$ cat src/rtl/pecp_pkg.sv
// Shared constants, codes and character helpers for the path element parser.
package pecp_pkg;

  // Characters of the element grammar
  localparam logic [7:0] CH_PERCENT = 8'h25;  // '%'
  localparam logic [7:0] CH_DOLLAR  = 8'h24;  // '$'
  localparam logic [7:0] CH_DOT     = 8'h2E;  // '.'
  localparam logic [7:0] CH_UNDER   = 8'h5F;  // '_'
  localparam logic [7:0] CH_LBRACK  = 8'h5B;  // '['
  localparam logic [7:0] CH_RBRACK  = 8'h5D;  // ']'
  localparam logic [7:0] CH_ZERO    = 8'h30;  // '0'
  localparam logic [7:0] CH_SEVEN   = 8'h37;  // '7'
  localparam logic [7:0] CH_NINE    = 8'h39;  // '9'
  localparam logic [7:0] CH_X       = 8'h78;  // 'x'
  localparam logic [7:0] CH_LA      = 8'h61;  // 'a'
  localparam logic [7:0] CH_LF      = 8'h66;  // 'f'
  localparam logic [7:0] CH_LZ      = 8'h7A;  // 'z'
  localparam logic [7:0] CH_UA      = 8'h41;  // 'A'
  localparam logic [7:0] CH_UF      = 8'h46;  // 'F'
  localparam logic [7:0] CH_UZ      = 8'h5A;  // 'Z'

  // Hex letters map to their low nibble plus this offset
  localparam logic [3:0] HEX_LETTER_OFS = 4'd9;

  // Array suffix modes
  typedef enum logic [1:0] {
    MODE_NONE   = 2'd0,
    MODE_INDEX  = 2'd1,
    MODE_TAIL   = 2'd2,
    MODE_APPEND = 2'd3
  } mode_t;

  // Result status codes
  typedef enum logic [1:0] {
    ST_OK       = 2'd0,
    ST_SYNTAX   = 2'd1,
    ST_EMPTY    = 2'd2,
    ST_OVERFLOW = 2'd3
  } status_t;

  function automatic logic is_alpha(input logic [7:0] c);
    return ((c >= CH_LA) && (c <= CH_LZ)) || ((c >= CH_UA) && (c <= CH_UZ));
  endfunction

  function automatic logic is_digit(input logic [7:0] c);
    return (c >= CH_ZERO) && (c <= CH_NINE);
  endfunction

endpackage

$ cat src/rtl/path_element_char_parser_unit.sv
// Top level of the path element parser: character state machine and result register.
//
// Parses one path element, one ASCII character per word, and returns one
// result word per input word: name characters are echoed as they arrive, and
// the word flagged last also carries the sticky status, bookmark flag, array
// mode and parsed index, after which all state returns to its reset value.
// The block takes one word every cycle while in_stall is low; a result appears
// in the cycle after its input is accepted. The cycle path is the character
// decoder plus one shift-add step of the index accumulator (x8, x10 or x16 plus
// a digit) with its overflow check. The result register holds a word while
// out_stall is high, and in_stall follows it so no word is dropped.
module path_element_char_parser_unit #(
  parameter int INDEX_BITS = 32
) (
  input  logic        clk,
  input  logic        rst,
  input  logic        in_valid,
  output logic        in_stall,
  input  logic [7:0]  ch,
  input  logic        last,
  output logic        out_valid,
  input  logic        out_stall,
  output logic        name_valid,
  output logic [7:0]  name_char,
  output logic        done_res,
  output logic [1:0]  status,
  output logic        bookmark,
  output logic [1:0]  suffix_mode,
  output logic [31:0] index_value
);

  localparam int ExtBits = INDEX_BITS + 4;

  typedef enum logic [3:0] {
    PH_START, PH_FIRSTCHAR, PH_BODY, PH_DOT, PH_OPEN,
    PH_CLOSE, PH_BASE, PH_INDEX, PH_DONE, PH_HALT
  } phase_t;

  typedef enum logic [1:0] {
    RADIX_DEC, RADIX_OCT, RADIX_HEX
  } radix_t;

  phase_t                  phase, phase_next;
  radix_t                  radix, radix_next;
  logic [INDEX_BITS-1:0]   index_acc, index_acc_next;
  pecp_pkg::mode_t         mode_reg, mode_next;
  logic                    bookmark_reg, bookmark_next;
  logic                    name_seen, name_seen_next;
  pecp_pkg::status_t       error_code, error_next;

  logic                    accept;
  logic                    echo;
  logic                    do_fail;
  pecp_pkg::status_t       fail_code;

  // Digit decode for the index phase
  logic                    dig_ok;
  logic [3:0]              dig_val;
  logic [ExtBits-1:0]      acc_ext, acc_scaled, acc_sum;
  logic                    acc_ovf;

  // Summary fields for the result word
  logic [1:0]              res_status;
  logic                    res_bookmark;
  logic [1:0]              res_mode;
  logic [31:0]             res_index;
  logic [63:0]             acc_wide;

  assign in_stall = out_valid & out_stall;
  assign accept   = in_valid & ~in_stall;

  // Valid digit in the current radix and its value
  always_comb begin
    dig_ok  = 1'b0;
    dig_val = ch[3:0];
    unique case (radix)
      RADIX_DEC: dig_ok = pecp_pkg::is_digit(ch);
      RADIX_OCT: dig_ok = (ch >= pecp_pkg::CH_ZERO) && (ch <= pecp_pkg::CH_SEVEN);
      RADIX_HEX: begin
        if (pecp_pkg::is_digit(ch)) begin
          dig_ok = 1'b1;
        end else if (((ch >= pecp_pkg::CH_LA) && (ch <= pecp_pkg::CH_LF)) ||
                     ((ch >= pecp_pkg::CH_UA) && (ch <= pecp_pkg::CH_UF))) begin
          dig_ok  = 1'b1;
          dig_val = ch[3:0] + pecp_pkg::HEX_LETTER_OFS;
        end
      end
      default: dig_ok = 1'b0;
    endcase
  end

  // Shift-add accumulate step; overflow when any bit lands above the index width
  always_comb begin
    acc_ext = ExtBits'(index_acc);
    unique case (radix)
      RADIX_DEC: acc_scaled = (acc_ext << 3) + (acc_ext << 1);
      RADIX_OCT: acc_scaled = acc_ext << 3;
      RADIX_HEX: acc_scaled = acc_ext << 4;
      default:   acc_scaled = acc_ext;
    endcase
    acc_sum = acc_scaled + ExtBits'(dig_val);
    acc_ovf = |acc_sum[ExtBits-1:INDEX_BITS];
  end

  // Character state machine
  always_comb begin
    phase_next     = phase;
    radix_next     = radix;
    index_acc_next = index_acc;
    mode_next      = mode_reg;
    bookmark_next  = bookmark_reg;
    error_next     = error_code;
    echo           = 1'b0;
    do_fail        = 1'b0;
    fail_code      = pecp_pkg::ST_SYNTAX;

    unique case (phase)
      PH_START: begin
        if (ch == pecp_pkg::CH_PERCENT) begin
          echo       = 1'b1;
          phase_next = PH_FIRSTCHAR;
        end else if (ch == pecp_pkg::CH_DOLLAR) begin
          bookmark_next = 1'b1;
          phase_next    = PH_FIRSTCHAR;
        end else if (pecp_pkg::is_alpha(ch) || ch == pecp_pkg::CH_UNDER) begin
          echo       = 1'b1;
          phase_next = PH_BODY;
        end else if (ch == pecp_pkg::CH_DOT) begin
          echo       = 1'b1;
          phase_next = PH_DOT;
        end else begin
          do_fail = 1'b1;
        end
      end
      PH_FIRSTCHAR: begin
        if (pecp_pkg::is_alpha(ch) || ch == pecp_pkg::CH_UNDER) begin
          echo       = 1'b1;
          phase_next = PH_BODY;
        end else begin
          do_fail = 1'b1;
        end
      end
      PH_BODY: begin
        if (pecp_pkg::is_alpha(ch) || pecp_pkg::is_digit(ch) ||
            ch == pecp_pkg::CH_UNDER || ch == pecp_pkg::CH_DOT) begin
          echo = 1'b1;
        end else if (ch == pecp_pkg::CH_LBRACK) begin
          phase_next = PH_OPEN;
        end else begin
          do_fail = 1'b1;
        end
      end
      PH_DOT: begin
        if (ch == pecp_pkg::CH_DOT) begin
          echo       = 1'b1;
          phase_next = PH_DONE;
        end else begin
          do_fail = 1'b1;
        end
      end
      PH_OPEN: begin
        if (ch == pecp_pkg::CH_RBRACK) begin
          mode_next  = pecp_pkg::MODE_APPEND;
          phase_next = PH_DONE;
        end else if (ch == pecp_pkg::CH_DOLLAR) begin
          mode_next  = pecp_pkg::MODE_TAIL;
          phase_next = PH_CLOSE;
        end else if (ch == pecp_pkg::CH_ZERO) begin
          index_acc_next = '0;
          mode_next      = pecp_pkg::MODE_INDEX;
          phase_next     = PH_BASE;
        end else if (pecp_pkg::is_digit(ch)) begin
          radix_next     = RADIX_DEC;
          mode_next      = pecp_pkg::MODE_INDEX;
          index_acc_next = INDEX_BITS'(ch[3:0]);
          phase_next     = PH_INDEX;
        end else begin
          do_fail = 1'b1;
        end
      end
      PH_CLOSE: begin
        if (ch == pecp_pkg::CH_RBRACK) begin
          phase_next = PH_DONE;
        end else begin
          do_fail = 1'b1;
        end
      end
      PH_BASE: begin
        if (ch == pecp_pkg::CH_X) begin
          radix_next = RADIX_HEX;
          phase_next = PH_INDEX;
        end else if ((ch >= pecp_pkg::CH_ZERO) && (ch <= pecp_pkg::CH_SEVEN)) begin
          // accumulator is zero here, so the sum is just the digit
          radix_next     = RADIX_OCT;
          index_acc_next = INDEX_BITS'(ch[2:0]);
          phase_next     = PH_INDEX;
        end else if (ch == pecp_pkg::CH_RBRACK) begin
          radix_next = RADIX_DEC;
          phase_next = PH_DONE;
        end else begin
          do_fail = 1'b1;
        end
      end
      PH_INDEX: begin
        if (dig_ok) begin
          if (acc_ovf) begin
            do_fail   = 1'b1;
            fail_code = pecp_pkg::ST_OVERFLOW;
          end else begin
            index_acc_next = acc_sum[INDEX_BITS-1:0];
          end
        end else if (ch == pecp_pkg::CH_RBRACK) begin
          phase_next = PH_DONE;
        end else begin
          do_fail = 1'b1;
        end
      end
      PH_DONE: do_fail = 1'b1;
      default: phase_next = PH_HALT;
    endcase

    // First error sticks
    if (do_fail) begin
      phase_next = PH_HALT;
      if (error_code == pecp_pkg::ST_OK) begin
        error_next = fail_code;
      end
    end

    name_seen_next = name_seen | echo;

    // End of element: finish the status, then restart
    if (last && error_next == pecp_pkg::ST_OK && !name_seen_next) begin
      error_next = pecp_pkg::ST_EMPTY;
    end
  end

  // Summary fields; all but the status stay zero unless the element ended cleanly
  always_comb begin
    acc_wide     = 64'(index_acc_next);
    res_status   = 2'(error_next);
    res_bookmark = 1'b0;
    res_mode     = 2'(pecp_pkg::MODE_NONE);
    res_index    = '0;
    if (error_next == pecp_pkg::ST_OK) begin
      res_bookmark = bookmark_next;
      res_mode     = 2'(mode_next);
      if (mode_next == pecp_pkg::MODE_INDEX) begin
        res_index = acc_wide[31:0];
      end
    end
  end

  // Parser state
  always_ff @(posedge clk) begin
    if (rst) begin
      phase        <= PH_START;
      radix        <= RADIX_DEC;
      index_acc    <= '0;
      mode_reg     <= pecp_pkg::MODE_NONE;
      bookmark_reg <= 1'b0;
      name_seen    <= 1'b0;
      error_code   <= pecp_pkg::ST_OK;
    end else if (accept) begin
      if (last) begin
        phase        <= PH_START;
        radix        <= RADIX_DEC;
        index_acc    <= '0;
        mode_reg     <= pecp_pkg::MODE_NONE;
        bookmark_reg <= 1'b0;
        name_seen    <= 1'b0;
        error_code   <= pecp_pkg::ST_OK;
      end else begin
        phase        <= phase_next;
        radix        <= radix_next;
        index_acc    <= index_acc_next;
        mode_reg     <= mode_next;
        bookmark_reg <= bookmark_next;
        name_seen    <= name_seen_next;
        error_code   <= error_next;
      end
    end
  end

  // Result register valid
  always_ff @(posedge clk) begin
    if (rst) begin
      out_valid <= 1'b0;
    end else if (accept) begin
      out_valid <= 1'b1;
    end else if (!out_stall) begin
      out_valid <= 1'b0;
    end
  end

  // Result register payload
  always_ff @(posedge clk) begin
    if (accept) begin
      name_valid  <= echo;
      name_char   <= echo ? ch : 8'h00;
      done_res    <= last;
      status      <= last ? res_status : 2'(pecp_pkg::ST_OK);
      bookmark    <= last & res_bookmark;
      suffix_mode <= last ? res_mode : 2'(pecp_pkg::MODE_NONE);
      index_value <= last ? res_index : 32'h0;
    end
  end

endmodule

$ cat config.mk
export PLATFORM = sky130hd
export DESIGN_NAME = path_element_char_parser_unit
export DESIGN_NICKNAME = d
export VERILOG_FILES = /design/src/rtl/pecp_pkg.sv /design/src/rtl/path_element_char_parser_unit.sv
export SDC_FILE = /design/constraint.sdc
export NUM_CORES = 1
export LEC_CHECK = 0
export BUFFER_PORTS_ARGS = -buffer_cell sky130_fd_sc_hd__buf_2
export CORE_MARGIN = 8
export CORE_UTILIZATION = 55
export CTS_CLUSTER_DIAMETER = 150
export DETAILED_ROUTE_END_ITERATION = 7
export PLACE_DENSITY = 0.73
export SLEW_MARGIN = 20
export SYNTH_ARGS = -nofsm -noshare
export SYNTH_HDL_FRONTEND = slang
export SYNTH_SLANG_ARGS = --single-unit
$ cat constraint.sdc
create_clock -name clk -period 16.6 [get_ports clk]
set_input_delay 1.66 -clock clk [delete_from_list [all_inputs] [get_ports clk]]
set_output_delay 1.66 -clock clk [all_outputs]
set_load 0.02 [all_outputs]
==> impl_metrics.csv, run 1 <==
group,metric,value,unit
run_status,outcome,"complete, no violations",
floorplan,die_h,146,microns
layout,area_growth,6.81,%
critical_path,cp_max_fo,33,
grt,gr-usage-all-layers,27.6,%
placed_design,hpwl,21700,microns
placed_design,io_buffer_count,61,
job,drv_cap,0,
routing,wire_per_inst,21.3,microns
worst_hold_path,hp-class,"reg2reg",
layout,nNetsFinal,1258,
floorplan,dieWidth,146,microns
sta,drv_slew,0,
sta,max_slew_margin,26.8,%
cts,hold_buffers,0,
sta,fin_tns_setup,0,ps
yosys,synth-seq-cells,92,
cts,cts.clk_slew.worst_paths,70,ps
routing,first_iter_violations,1309,
grt,grt_pass1_wl,49300,microns
layout,reg_top3,"index_acc: 32 flops, index_value: 32 flops, name_char: 8 flops",
layout,fillerInstances,1530,
floorplan,rows,47,
routing,dr.pass1.iters,6,
layout,utilization,60.1,%
floorplan,initial_core_util,56.3,%
power_and_ir_drop,power_density,53.3,nW/um^2
yosys,netlist_area,9360,sq um
critical_path,crit_type,"in2reg",
cts,cts_tree,"built",
yosys,ys_warn_count,0,
cts,cts.path.max_buffers,2,
yosys,synth_edf_count,47,
sta,fin_crit,8420,ps
yosys,yosys_most_used_dff,"edfxtp_1",
critical_path,endpoint_kind,"flop",
cts,cts_setup_buffers,0,
cts,ctsRootBufferMaster,"clkbuf_16",
routing,drc,0,
cts,clock_sinks,92,
cts,h-tree-depth,3,
layout,layout_common_cells,"nand2_1 (130), o21ai_0 (108), a21oi_1 (75)",
grt,gr-total-overflow,0,
sta,period_share,50.7,%
sta,max_freq,119,MHz
floorplan,core_area,16600,sq um
sta,final_hold_viol_count,0,
yosys,synth.distinct_cells,97,
routing,vias,9976,
yosys,synthArstFlopShare,0,%
routing,wirelength,30500,microns
yosys,netlist_instances,1210,
sta,tightest_slew,1090,ps
critical_path,worst_path_largest_cell_delay,800,ps
sta,setup_viol,0,
power_and_ir_drop,ir_drop,0.0000455,V
critical_path,cp-start-kind,"input port",
cts,cts_buffers,9,
critical_path,crit_arrival,8620,ps
sta,whs,497,ps
grt,antenna_found_initial,0,
critical_path,path_buf_inv,4,
sta,rsz0062_at_grt,"no",
cts,cts_resized,0,
layout,drive_gt1_share,11.2,%
yosys,syn_area_per_cell,7.74,sq um
sta,layout_setup_ws,8180,ps
routing,drt.antenna.violating_nets,0,
cts,worstSkewPairLatency,350,ps
critical_path,cp_top_family,"simple AND/OR/NAND/NOR gates",
routing,viasPerCell,6.98,
grt,grt_max_degree,77,
yosys,yosysSeqAreaShare,24.7,%
placed_design,gp_congestion,0.954,
sta,clock-skew-final,9.36,ps
placed_design,dp_slack,8010,ps
power_and_ir_drop,power.leakage,3.54,nW
layout,design_area,10000,sq um
layout,mostFrequentLayoutCell,"nand2_1",
critical_path,required,16800,ps
layout,diodes,0,
grt,first_global_vias,9254,
placed_design,dpl_cell_area,9660,sq um
critical_path,crit_path_top_delay_cell,"a2111oi_2",
floorplan,io_pins,62,
floorplan,die-area,21500,sq um
yosys,syn-num-nets,1263,
## logic make-up after synthesis
group | count (synthesis) | synth area share (%)
AO/OA/AOI/OAI | 436 | 32.7
AND/OR/NAND/NOR | 428 | 23.4
buffers and inverters | 143 | 6.40
flip-flops | 92 | 24.7
XOR/XNOR | 43 | 4.02
adder cells (fa/ha/maj) | 40 | 5.51
multiplexers | 27 | 3.19
other | 1 | 0.0400
## per-layer routing
layer | track usage [%] | routed length [microns] | vias up
met5 | 0 | 0 | -
met4 | 10.8 | 1010 | 0
met3 | 4.42 | 2730 | 77
met2 | 43.5 | 13800 | 587
met1 | 37.1 | 12900 | 4671
li1 | - | - | 4641
## area by class of cell
cell class	instances	area (sq um)	share of cell area (%)
Clock inverter	6	80.1	0.801
Multi-Input combinational cell	975	6470	64.7
Clock buffer	10	229	2.29
Sequential cell	92	2310	23.1
Tap cell	220	275	2.75
Timing Repair Buffer	76	438	4.38
Inverter	51	191	1.91
## metrics by stage
stage,std cells,total power [W]
after detailed placement,1413,0.000318
after CTS,1429,0.000532
after global routing,1430,0.000548
after global placement,1413,0.000318
final,1430,0.000533
after floorplan,1210,0.000301
## worst reg2reg max path, stage by stage, from the launching register on
cell and delay (ps):
dfxtp_1 710, ha_1 410, a21o_1 250, a21o_1 220, o21ai_0 660, nand2_1 160, xor2_1 340, o211ai_1 190
a2111oi_2 610, nand4_2 280, or4_4 510, a2111oi_2 800, a21oi_4 370, nor2_1 640, buf_4 330, o41ai_1 110
## path summary, 6_finish.rpt
kind           startpoint  slack, ps  cells after the start            to
max                 ch[0]       8180                     26  index_acc[8]
min             name_seen        500                      2     name_seen
max reg2reg  index_acc[3]       9870                     15  index_acc[8]
min reg2reg     name_seen        500                      2     name_seen
## report_power, final
part	leakage [nW]	switching (W)	total (W)	internal, W
clock network	0.147	0.0000973	0.000217	0.000120
registers	0.839	0.00000401	0.000250	0.000246
logic	2.55	0.0000480	0.0000660	0.0000180
total	3.54	0.000149	0.000533	0.000384
## cells in the mapped netlist (12+ instances only)
master | count | area share (%)
and2_1 | 15 | 1.0
a22oi_1 | 13 | 1.0
mux2i_1 | 22 | 2.4
inv_1 | 49 | 2.0
nor4_1 | 17 | 1.1
nand3_1 | 25 | 1.3
a21oi_1 | 76 | 4.1
a2111oi_1 | 19 | 2.0
o22ai_1 | 12 | 0.80
xnor2_1 | 20 | 1.9
ha_1 | 38 | 5.1
o21ai_0 | 109 | 5.8
edfxtp_1 | 47 | 15
nand4_1 | 13 | 0.87
and3_1 | 18 | 1.2
nand2b_1 | 19 | 1.3
xor2_1 | 23 | 2.2
clkbuf_1 | 60 | 2.4
nor3_1 | 58 | 3.1
dfxtp_1 | 45 | 9.6
a31oi_1 | 17 | 1.1
a21o_1 | 19 | 1.5
o41ai_1 | 21 | 2.0
nor2_1 | 73 | 2.9
buf_2 | 23 | 1.2
a41oi_1 | 24 | 2.2
nand2_1 | 130 | 5.2
Note: power is estimated with default switching activity, not from simulation.
==> run 2: changes to the inputs <==
Settings changed: ABC_AREA set to 1, PLACE_DENSITY 0.73 to 0.76.
Clock period 16.6 ns to 7.7 ns, I/O delays scaled along.
==> impl_metrics.csv, run 2 <==
group,metric,value,unit
yosys,post-synth-top-count-cell,"nand2_1",
layout,fillerInstances,1850,
critical_path,crit_type,"in2reg",
yosys,synth.distinct_cells,57,
power_and_ir_drop,ir_drop,0.000151,V
critical_path,cp_max_fo,32,
yosys,synthArstFlopShare,0,%
yosys,netlist_instances,1674,
routing,wirelength,30800,microns
grt,first_global_vias,9699,
cts,cts_resized,0,
grt,gr-usage-all-layers,27.3,%
yosys,yosysSeqAreaShare,23.2,%
critical_path,crit_arrival,6600,ps
grt,gr-total-overflow,0,
sta,max_freq,156,MHz
yosys,synth_edf_count,47,
routing,drt.antenna.violating_nets,0,
cts,worstSkewPairLatency,360,ps
cts,hold_buffers,0,
cts,cts_setup_buffers,0,
layout,mostFrequentLayoutCell,"nand2_1",
job,drv_cap,0,
sta,tightest_slew,1030,ps
cts,cts_buffers,9,
sta,period_share,83.5,%
placed_design,hpwl,24300,microns
critical_path,cp-start-kind,"input port",
layout,nNetsFinal,1767,
sta,setup_viol,0,
sta,max_slew_margin,31.7,%
yosys,ys_warn_count,0,
placed_design,gp_congestion,0.972,
yosys,ys_top_cells_by_area,"nand2_1 (21%), edfxtp_1 (14%), inv_1 (11%)",
critical_path,crit_path_top_delay_cell,"nand3_4",
routing,wire_per_inst,15.8,microns
grt,grt_max_degree,54,
critical_path,worst_path_largest_cell_delay,730,ps
sta,clock-skew-final,11.2,ps
critical_path,required,7870,ps
floorplan,rows,49,
floorplan,io_pins,62,
layout,reg_top3,"index_acc: 32 flops, index_value: 32 flops, name_char: 8 flops",
yosys,synth_common_cells,"nand2_1 (566), inv_1 (283), nor2_1 (155)",
grt,grt_pass1_wl,49300,microns
worst_hold_path,min_from,"mode_reg[0]",
power_and_ir_drop,power_density,114,nW/um^2
floorplan,die-area,22700,sq um
cts,cts_tree,"built",
yosys,yosys_most_used_dff,"edfxtp_1",
sta,fin_tns_setup,0,ps
yosys,yosys.area.top_type_share,21.3,%
routing,dr.pass1.iters,5,
routing,viasPerCell,5.43,
yosys,syn_area_per_cell,5.96,sq um
floorplan,dieWidth,151,microns
routing,first_iter_violations,1042,
placed_design,io_buffer_count,61,
routing,vias,10600,
floorplan,core_area,17900,sq um
cts,cts.path.max_buffers,2,
layout,diodes,0,
grt,met3_usage,2.58,%
sta,rsz0062_at_grt,"no",
sta,drv_slew,0,
cts,h-tree-depth,3,
layout,area_growth,7.41,%
layout,drive_gt1_share,9.83,%
floorplan,die_h,151,microns
layout,utilization,59.9,%
yosys,yosysTopAreaCell,"nand2_1",
critical_path,r2r-start,"radix[1]",
grt,use_met1,38.0,%
layout,layout_common_cells,"nand2_1 (566), inv_1 (283), nor2_1 (153)",
grt,use_met2,44.2,%
grt,antenna_found_initial,0,
cts,clock_sinks,92,
routing,drc,0,
cts,cts.clk_slew.worst_paths,60,ps
run_status,outcome,"complete, no violations",
critical_path,startpoint,"ch[0]",
yosys,syn-num-nets,1727,
cts,ctsRootBufferMaster,"clkbuf_16",
critical_path,endpoint_kind,"flop",
power_and_ir_drop,power.leakage,4.93,nW
worst_hold_path,hp-class,"reg2reg",
yosys,synth-seq-cells,92,
yosys,netlist_area,9980,sq um
sta,final_hold_viol_count,0,
sta,fin_crit,6430,ps
grt,busiest_layer,"met2",
floorplan,initial_core_util,55.7,%
[run 2: cell families (layout without fill, tap and decap cells)]
family	Yosys count	in the layout	share of synthesized area, %
and+or+nand+nor	947	947	42.4
buffers and inverters	336	381	13.5
AOI/OAI and AO/OA	230	230	13.3
DFF	92	92	23.2
adders and majority gates	40	40	5.17
xor gates and xnor gates	28	28	2.46
other	1	1	0.0376
[run 2: area by class of cell]
type | instances | area (sq um) | area share, %
multi-input combinational | 1246 | 6340 | 59.1
sequential | 92 | 2310 | 21.6
inverter | 295 | 1110 | 10.3
timing repair buffer | 70 | 373 | 3.48
tap | 229 | 287 | 2.67
clock buffer | 10 | 229 | 2.14
clock inverter | 6 | 70.1 | 0.654
[run 2: final timing paths]
| kind | endpoint | slack, ps | cells after the start |
|---|---|---|---|
| worst max register to register | index_value[1] | 1910 | 28 |
| worst min register to register | mode_reg[0] | 480 | 2 |
| worst min-delay path | mode_reg[0] | 480 | 2 |
| worst max-delay path | index_value[1] | 1270 | 33 |
[run 2: report_power, final]
part	switching [W]	internal [W]
Combinational	0.000158	0.0000555
Clock	0.000208	0.000256
Sequential	0.0000100	0.000535
Total	0.000377	0.000846
[run 2: per-stage QoR]
| step | setup slack [ps] | power (W) | hold slack (ps) | instances | cell area, sq um |
|---|---|---|---|---|---|
| after floorplan | 2530 | 0.000706 | 447 | 1674 | 9980 |
| after global placement | 1230 | 0.000767 | 464 | 1932 | 10400 |
| after detailed placement | 969 | 0.000767 | 473 | 1932 | 10400 |
| after CTS | 1300 | 0.00122 | 483 | 1948 | 10700 |
| after global routing | 688 | 0.00126 | 508 | 1948 | 10700 |
| final | 1270 | 0.00122 | 483 | 1948 | 10700 |
[run 2: layer usage]
| metal | share of wire, % | vias up |
|---|---|---|
| met5 | 0 | - |
| li1 | - | 5381 |
| met1 | 46 | 4822 |
| met4 | 2.0 | 0 |
| met2 | 45 | 345 |
| met3 | 7.3 | 36 |
[run 2: worst max-delay path: cells and delay by family]
family / cells / cell delay, ps
xor gates and xnor gates: 1 / 210
and+or+nand+nor: 19 / 3020
AOI/OAI and AO/OA: 5 / 1190
buffers and inverters: 5 / 550
adders and majority gates: 3 / 820
